**config.mk**
```make
export PLATFORM = sky130hd
export DESIGN_NAME = bankers_resource_allocator
export DESIGN_NICKNAME = d
export VERILOG_FILES = /design/src/hw/rtl/bra_pkg.sv /design/src/hw/rtl/bankers_resource_allocator.sv
export SDC_FILE = /design/constraint.sdc
export NUM_CORES = 1
export LEC_CHECK = 0
export BUFFER_PORTS_ARGS = -buffer_cell sky130_fd_sc_hd__buf_2
export CORE_ASPECT_RATIO = 0.5
export CORE_MARGIN = 1
export CORE_UTILIZATION = 52
export DETAILED_ROUTE_END_ITERATION = 8
export PLACE_DENSITY = 0.68
export SLEW_MARGIN = 15
export SYNTH_ARGS = -nofsm -noshare
export SYNTH_HDL_FRONTEND = slang
export SYNTH_SLANG_ARGS = --single-unit
```
**constraint.sdc**
```tcl
create_clock -name i_clk -period 21.2 [get_ports i_clk]
set_input_delay 2.12 -clock i_clk [delete_from_list [all_inputs] [get_ports i_clk]]
set_output_delay 2.12 -clock i_clk [all_outputs]
set_load 0.02 [all_outputs]
```
**src/hw/rtl/bra_pkg.sv**
```systemverilog
// ----------------------------------------------------------------------------
// bra_pkg
// shared types and constants of the banker's resource allocator
// ----------------------------------------------------------------------------
package bra_pkg;

    localparam int CUSTOMERS_DEF = 8;
    localparam int RESOURCES_DEF = 4;
    localparam int UNIT_BITS_DEF = 8;
    localparam int AMOUNT_FIELDS = 4;
    localparam int AMOUNT_BITS   = 8;
    localparam int CUST_BITS     = 3;
    localparam int STATUS_BITS   = 3;

    typedef enum logic [1:0] {
        OP_REQUEST   = 2'd0,
        OP_RELEASE   = 2'd1,
        OP_LOAD_MAX  = 2'd2,
        OP_LOAD_AVAIL = 2'd3
    } t_op;

    typedef enum logic [STATUS_BITS-1:0] {
        ST_OK         = 3'd0,
        ST_OVER_NEED  = 3'd1,
        ST_OVER_AVAIL = 3'd2,
        ST_UNSAFE     = 3'd3,
        ST_OVER_REL   = 3'd4
    } t_status;

endpackage

```
**src/hw/rtl/bankers_resource_allocator.sv**
```systemverilog
// ----------------------------------------------------------------------------
// bankers_resource_allocator
// banker's algorithm allocator: request, release and load operations with a
// safety check over per-customer allocation and need rows held in memory
// ----------------------------------------------------------------------------
// release and loads pass through the read, execute and output states to result valid
// request: within need and available units it also runs the safety scan, one row read
// per cycle, in passes over all rows until a pass makes no progress, then a check state and, if unsafe, a rollback
// one word is in flight at a time; the input waits until the result is taken
// reset: synchronous active low; a clearing pass over all CUSTOMERS rows writes
// zero rows into the memory before the first word is accepted
module bankers_resource_allocator #(
    parameter int CUSTOMERS = bra_pkg::CUSTOMERS_DEF,
    parameter int RESOURCES = bra_pkg::RESOURCES_DEF,
    parameter int UNIT_BITS = bra_pkg::UNIT_BITS_DEF
) (
    input  logic                             i_clk,
    input  logic                             i_rst_n,
    input  logic                             i_valid,
    output logic                             o_ready,
    input  logic [1:0]                       i_operation,
    input  logic [bra_pkg::CUST_BITS-1:0]    i_customer,
    input  logic [bra_pkg::AMOUNT_BITS-1:0]  i_amount_0,
    input  logic [bra_pkg::AMOUNT_BITS-1:0]  i_amount_1,
    input  logic [bra_pkg::AMOUNT_BITS-1:0]  i_amount_2,
    input  logic [bra_pkg::AMOUNT_BITS-1:0]  i_amount_3,
    output logic                             o_valid,
    input  logic                             i_ready,
    output logic [bra_pkg::STATUS_BITS-1:0]  o_status
);
    import bra_pkg::*;

    localparam int CB = (CUSTOMERS > 1) ? $clog2(CUSTOMERS) : 1;
    localparam int CW = CB + 1;
    localparam int RW = RESOURCES * UNIT_BITS;
    localparam logic [UNIT_BITS-1:0] UMAX = {UNIT_BITS{1'b1}};

    typedef logic [UNIT_BITS-1:0] t_unit;
    typedef t_unit [RESOURCES-1:0] t_vec;

    typedef enum logic [7:0] {
        S_CLEAR = 8'b0000_0001,
        S_IDLE  = 8'b0000_0010,
        S_READ  = 8'b0000_0100,
        S_EXEC  = 8'b0000_1000,
        S_SCAN  = 8'b0001_0000,
        S_CHECK = 8'b0010_0000,
        S_ROLL  = 8'b0100_0000,
        S_OUT   = 8'b1000_0000
    } t_state;

    // row memories: allocation and need, one row per customer
    logic [RW-1:0] mem_alloc [CUSTOMERS];
    logic [RW-1:0] mem_need  [CUSTOMERS];
    logic [RW-1:0] r_rd_alloc, r_rd_need;
    logic          wr_en;
    logic [CB-1:0] wr_addr, rd_addr;
    logic [RW-1:0] wr_alloc, wr_need;

    always_ff @(posedge i_clk) begin
        if (wr_en) begin
            mem_alloc[wr_addr] <= wr_alloc;
            mem_need[wr_addr]  <= wr_need;
        end
        // a row written in the same cycle is forwarded to the read port
        if (wr_en && (wr_addr == rd_addr)) begin
            r_rd_alloc <= wr_alloc;
            r_rd_need  <= wr_need;
        end else begin
            r_rd_alloc <= mem_alloc[rd_addr];
            r_rd_need  <= mem_need[rd_addr];
        end
    end

    t_state              r_state, n_state;
    t_vec                r_avail, n_avail;
    t_vec                r_work, n_work;
    t_vec                r_amt;
    logic [1:0]          r_op;
    logic [CB-1:0]       r_cust;
    logic                r_cust_ok;
    logic [CUSTOMERS-1:0] r_fin, n_fin;
    logic [CW-1:0]       r_idx, n_idx;
    logic                r_prog, n_prog;
    logic [STATUS_BITS-1:0] r_status, n_status;
    logic                r_ovalid, n_ovalid;
    t_vec                amt_in;
    t_vec                row_a, row_n, wa, wn;
    logic [AMOUNT_BITS-1:0] amt_raw [AMOUNT_FIELDS];

    assign amt_raw[0] = i_amount_0;
    assign amt_raw[1] = i_amount_1;
    assign amt_raw[2] = i_amount_2;
    assign amt_raw[3] = i_amount_3;

    always_comb begin
        for (int r = 0; r < RESOURCES; r++) begin
            if (r < AMOUNT_FIELDS) begin
                amt_in[r] = t_unit'(amt_raw[r % AMOUNT_FIELDS] & AMOUNT_BITS'(UMAX));
            end else begin
                amt_in[r] = '0;
            end
        end
        row_a = t_vec'(r_rd_alloc);
        row_n = t_vec'(r_rd_need);
    end

    function automatic t_unit sat_add(t_unit a, t_unit b);
        logic [UNIT_BITS:0] s;
        s = {1'b0, a} + {1'b0, b};
        return s[UNIT_BITS] ? UMAX : s[UNIT_BITS-1:0];
    endfunction

    assign o_ready  = (r_state == S_IDLE) && !r_ovalid;
    assign o_valid  = r_ovalid;
    assign o_status = r_status;

    logic over_need, over_avail, over_rel, fits;

    always_comb begin
        over_need = 1'b0; over_avail = 1'b0; over_rel = 1'b0; fits = 1'b1;
        for (int r = 0; r < RESOURCES; r++) begin
            if (r_amt[r] > row_n[r])   over_need = 1'b1;
            if (r_amt[r] > r_avail[r]) over_avail = 1'b1;
            if (r_amt[r] > row_a[r])   over_rel = 1'b1;
            if (row_n[r] > r_work[r])  fits = 1'b0;
        end
    end

    always_comb begin
        n_state  = r_state;
        n_avail  = r_avail;
        n_work   = r_work;
        n_fin    = r_fin;
        n_idx    = r_idx;
        n_prog   = r_prog;
        n_status = r_status;
        n_ovalid = r_ovalid;
        wr_en    = 1'b0;
        wr_addr  = r_cust;
        wr_alloc = '0;
        wr_need  = '0;
        rd_addr  = r_cust;
        wa       = row_a;
        wn       = row_n;
        if (r_ovalid && i_ready) n_ovalid = 1'b0;
        unique case (r_state)
            S_CLEAR: begin
                wr_en   = 1'b1;
                wr_addr = r_idx[CB-1:0];
                n_idx   = r_idx + CW'(1);
                if (r_idx == CW'(CUSTOMERS - 1)) begin
                    n_idx   = '0;
                    n_state = S_IDLE;
                end
            end
            S_IDLE: begin
                if (i_valid && o_ready) n_state = S_READ;
            end
            S_READ: begin
                n_state = S_EXEC;
            end
            S_EXEC: begin
                n_status = ST_OK;
                n_state  = S_OUT;
                if (r_cust_ok) begin
                    unique case (t_op'(r_op))
                        OP_REQUEST: begin
                            if (over_need) begin
                                n_status = ST_OVER_NEED;
                            end else if (over_avail) begin
                                n_status = ST_OVER_AVAIL;
                            end else begin
                                for (int r = 0; r < RESOURCES; r++) begin
                                    n_avail[r] = r_avail[r] - r_amt[r];
                                    wa[r] = sat_add(row_a[r], r_amt[r]);
                                    wn[r] = row_n[r] - r_amt[r];
                                end
                                wr_en    = 1'b1;
                                wr_alloc = RW'(wa);
                                wr_need  = RW'(wn);
                                n_work   = n_avail;
                                n_fin    = '0;
                                n_idx    = '0;
                                n_prog   = 1'b0;
                                rd_addr  = '0;
                                n_state  = S_SCAN;
                            end
                        end
                        OP_RELEASE: begin
                            if (over_rel) begin
                                n_status = ST_OVER_REL;
                            end else begin
                                for (int r = 0; r < RESOURCES; r++) begin
                                    wa[r] = row_a[r] - r_amt[r];
                                    n_avail[r] = sat_add(r_avail[r], r_amt[r]);
                                    wn[r] = sat_add(row_n[r], r_amt[r]);
                                end
                                wr_en    = 1'b1;
                                wr_alloc = RW'(wa);
                                wr_need  = RW'(wn);
                            end
                        end
                        OP_LOAD_MAX: begin
                            for (int r = 0; r < RESOURCES; r++) begin
                                wn[r] = (r_amt[r] > row_a[r]) ? r_amt[r] - row_a[r] : '0;
                            end
                            wr_en    = 1'b1;
                            wr_alloc = r_rd_alloc;
                            wr_need  = RW'(wn);
                        end
                        OP_LOAD_AVAIL: begin
                            n_avail = r_amt;
                        end
                        default: ;
                    endcase
                end
            end
            S_SCAN: begin
                // row r_idx is on the read port; the next row is fetched now
                rd_addr = r_idx[CB-1:0] + CB'(1);
                if (r_idx == CW'(CUSTOMERS - 1)) rd_addr = '0;
                if (!r_fin[r_idx[CB-1:0]] && fits) begin
                    for (int r = 0; r < RESOURCES; r++)
                        n_work[r] = sat_add(r_work[r], row_a[r]);
                    n_fin[r_idx[CB-1:0]] = 1'b1;
                    n_prog = 1'b1;
                end
                n_idx = r_idx + CW'(1);
                if (r_idx == CW'(CUSTOMERS - 1)) begin
                    n_idx  = '0;
                    n_prog = 1'b0;
                    if (!(r_prog || (!r_fin[r_idx[CB-1:0]] && fits)))
                        n_state = S_CHECK;
                end
            end
            S_CHECK: begin
                rd_addr = r_cust;
                if (&r_fin) begin
                    n_status = ST_OK;
                    n_state  = S_OUT;
                end else begin
                    n_state = S_ROLL;
                end
            end
            S_ROLL: begin
                // reread of own row finished; undo the tentative grant
                for (int r = 0; r < RESOURCES; r++) begin
                    n_avail[r] = r_avail[r] + r_amt[r];
                    wa[r] = row_a[r] - r_amt[r];
                    wn[r] = row_n[r] + r_amt[r];
                end
                wr_en    = 1'b1;
                wr_alloc = RW'(wa);
                wr_need  = RW'(wn);
                n_status = ST_UNSAFE;
                n_state  = S_OUT;
            end
            S_OUT: begin
                n_ovalid = 1'b1;
                n_state  = S_IDLE;
            end
            default: n_state = S_IDLE;
        endcase
    end

    always_ff @(posedge i_clk) begin
        if (!i_rst_n) begin
            r_state  <= S_CLEAR;
            r_avail  <= '0;
            r_idx    <= '0;
            r_ovalid <= 1'b0;
            r_fin    <= '0;
            r_prog   <= 1'b0;
        end else begin
            r_state  <= n_state;
            r_avail  <= n_avail;
            r_idx    <= n_idx;
            r_ovalid <= n_ovalid;
            r_fin    <= n_fin;
            r_prog   <= n_prog;
        end
    end

    always_ff @(posedge i_clk) begin
        r_work   <= n_work;
        r_status <= n_status;
        if (r_state == S_IDLE && i_valid && o_ready) begin
            r_op      <= i_operation;
            r_cust    <= CB'(i_customer);
            r_cust_ok <= ({29'd0, i_customer} < CUSTOMERS);
            r_amt     <= amt_in;
        end
    end

endmodule

```
==> out/results.tsv <==
stage	metric	value	unit
timing	Slew @ Worst Pin	1.343	ns
floorplanning	Die ar.	72400	um^2
detailed_routing	DRT Wirelength	110.5	mm
cts	setup bufs post-CTS	0	
timing	fin crit share	0.4200	
placement	Buffers on Ports	45	
timing	Final TNS setup	0	ns
hold_path	Hold Crit Depth	2	
power	PwrDens	109.6	nW/um^2
synthesis	synthesized area	37060	um^2
hold_path	Hold Path Class	flip-flop to flip-flop	
critical_path	Reg2Reg Depth	15	
synthesis	post-synthesis cell type count	84	
floorplanning	Initial Util	0.5318	
timing	f_max	112.3	MHz
finish	Core Util, Final	0.5800	
synthesis	number of synthesized flops with an enable pin	584	
cts	clk sink count	641	
timing	Hold Violations, Final	0	
outcome	status	finished, final reports clean	
floorplanning	Rows	68	
cts	# hold bufs at CTS	0	
timing	Final Max Slew Viols	0	
detailed_routing	Vias/cell	6.492	
cts	CTS root buf	clkbuf_16	
global_routing	vias in the first global route	24554	
critical_path	CP endpoint kind	flip-flop	
flow_run	max capacitance violation total	0	
synthesis	most numerous cell in the Yosys netlist	edfxtp_1	
floorplanning	Die H	190.8	um
detailed_routing	drt first pass iters	6	
synthesis	commonest cells in the synthesized netlist	584 x edfxtp_1, 287 x ha_1, 208 x inv_1, 196 x a21oi_1, 165 x nor2_1	
synthesis	synthesized area per cell	12.43	um^2
cts	clock-pin slew on the worst setup and hold paths	0.07	ns
finish	Layout area overhead	9.062	%
synthesis	synthesized flop and latch total	641	
hold_path	WHS Endpoint	r_idx[3]$_SDFFE_PN0P_	
synthesis	Yosys warning total	0	
timing	RSZ-0062 raised after global routing	false	
synthesis	commonest register cell after synthesis	edfxtp_1	
floorplanning	die width	379.5	um
critical_path	RR Endpoint	mem_alloc[6][6]$_DFFE_PP_	
finish	Final #Nets	3356	
global_routing	Congestion Overflow GR	0	
detailed_routing	Routed Antenna Nets	0	
cts	CTS H-tree depth	2	
placement	post-DP HPWL	77.63	mm
critical_path	startpoint types	flip-flop	
finish	fill count	5447	
placement	GPL Wtd Cong	0.9828	
synthesis	Synth async-reset ratio	0	
global_routing	initial antenna violation count	3	
critical_path	R2R Setup Slk	12.30	ns
detailed_routing	DRC	0	
global_routing	first-pass GRT wire length	161.3	mm
timing	clock skew	0.07071	ns
timing	Setup Viol. Count Final	0	
critical_path	required time worst endpoint	21.46	ns
critical_path	CP Max Fanout	52	
power	Max VDD drop	0.07412	mV
cts	clk buf depth	3	
synthesis	Post-Synthesis Cells	2981	
cts	Clock Latency Late Sink	0.70	ns
cts	TritonCTS clock tree	built	
cts	Resized cells post-CTS	0	
global_routing	GRT Total Usage	0.3039	
critical_path	Arr. time, crit path	9.16	ns
global_routing	largest net degree at the start of global routing	65	
detailed_routing	via count	25869	
detailed_routing	Detailed Route Iter0 Violations	3265	
synthesis	Yosys top cell by area	edfxtp_1	
hold_path	Hold Startpoint	r_idx[3]$_SDFFE_PN0P_	
synthesis	synthesized netlist net count	3341	
finish	fraction of layout cells with a size suffix above 1	0.1319	
timing	max_slew headroom	0.09503	
synthesis	ranking of synthesized cells by area	edfxtp_1 47%, ha_1 9.7%, mux4_2 7.8%	
timing	final critical-path required period	8.904	ns
cts	CTS buffer count	58	
synthesis	Synth top area share	0.4732	
floorplanning	I/O pin total	46	
detailed_routing	DR WL/cell	27.73	um
critical_path	Crit Path Class	flip-flop to flip-flop	
synthesis	sequential element share of the synthesized area	0.5040	
finish	diode count	0	
power	static leakage	14.84	nW
floorplanning	Core Region	69680	um^2
[critical path: stages, from the launching register on]
cell and delay [ns]:
dfxtp_4 0.34, buf_4 0.60, buf_4 0.67, buf_4 0.75, mux4_2 0.59, mux2_2 0.38
ha_1 0.43, o21ai_0 0.21, o21bai_1 0.08, o22a_1 0.28, nor3_1 0.87, a21oi_1 0.33
o311ai_0 0.91, nand2_1 0.49, nor2_4 0.59, buf_4 0.81
[routing by layer]
| layer | up-vias | global-route usage | share of wire |
|---|---|---|---|
| li1 | 11313 | - | - |
| met1 | 12807 | 0.4492 | 0.43 |
| met2 | 1593 | 0.4015 | 0.38 |
| met3 | 154 | 0.1357 | 0.17 |
| met4 | 2 | 0.06883 | 0.019 |
| met5 | - | 0.01323 | 0.0012 |
[layout by cell type, fill, tap and decap left out, types with 44 or more instances in the layout]
| cell | synthesis | final |
|---|---|---|
| a21o_1 | 50 | 50 |
| a21oi_1 | 196 | 196 |
| a22oi_1 | 44 | 44 |
| buf_2 | 31 | 45 |
| buf_4 | 1 | 57 |
| clkbuf_16 | 0 | 59 |
| dfxtp_1 | 57 | 54 |
| edfxtp_1 | 584 | 584 |
| ha_1 | 287 | 287 |
| inv_1 | 208 | 208 |
| mux4_2 | 128 | 128 |
| nand2_1 | 121 | 120 |
| nand2b_1 | 47 | 47 |
| nor2_1 | 165 | 154 |
| nor2b_1 | 52 | 51 |
| o21ai_0 | 139 | 139 |
| xnor2_1 | 94 | 94 |
| xor2_1 | 65 | 65 |
[logic make-up after synthesis]
logic type	Yosys count	synth area share
AO/OA/AOI/OAI	751	0.1347
flip-flops	641	0.5040
AND/OR/NAND/NOR	550	0.07266
buffers and inverters	358	0.03761
adder cells (fa/ha/maj)	319	0.1142
multiplexers	203	0.09926
XOR/XNOR	159	0.03758
[through the flow]
step / setup WS (ns) / hold WS, ns / instances / total power, mW / instance area (um^2)
floorplan: 13.95 / 0.4387 / 2981 / 2.787 / 37060
global placement: 12.58 / 0.4534 / 3880 / 3.264 / 38390
detailed placement: 12.54 / 0.4680 / 3880 / 3.277 / 38390
CTS: 12.38 / 0.4774 / 3984 / 4.393 / 40400
global route: 11.97 / 0.5126 / 3985 / 4.616 / 40420
finish: 12.30 / 0.4796 / 3985 / 4.430 / 40420
[worst max-delay path by stage]
stage | startpoint | to | slack, ns | cells after the start
6_report | flip-flop | mem_alloc[6][6]$_DFFE_PP_ | 12.30 | 15
5_1_grt | flip-flop | mem_alloc[6][6]$_DFFE_PP_ | 11.97 | 16
4_1_cts | flip-flop | mem_alloc[6][6]$_DFFE_PP_ | 12.38 | 15
3_5_place_dp | flip-flop | mem_alloc[6][23]$_DFFE_PP_ | 12.54 | 15
3_3_place_gp | flip-flop | mem_alloc[6][23]$_DFFE_PP_ | 12.58 | 16
2_1_floorplan | flip-flop | mem_alloc[4][0]$_DFFE_PP_ | 13.95 | 15
[state kept, by name (all words and copies together), names as in the netlist, named ones only]
register / count
o_status: 3
r_idx: 4
r_prog: 1
r_avail: 32
mem_alloc: 256
r_state: 8
mem_need: 256
r_amt: 32
r_op: 2
r_work: 32
o_valid: 1
r_fin: 8
r_cust: 3
[power by group]
part / total (mW) / leakage (nW) / internal [mW] / switching (mW)
sequential: 1.67 / 5.72 / 1.61 / 0.0667
combinational: 1.64 / 8.15 / 0.594 / 1.04
clock: 1.12 / 0.970 / 0.622 / 0.496
total: 4.43 / 14.8 / 2.82 / 1.61
[final cells by class]
type	instances	area, um^2	share of cell area
clock inverters	35	469.2	0.01161
well taps	945	1182	0.02926
flip-flops and latches	641	18690	0.4624
inverters	210	788.3	0.01950
clock buffers	69	1539	0.03808
multi-input cells	1982	17080	0.4225
repair buffers	103	673.1	0.01666
No activity file was read; power rests on OpenSTA's default activity.
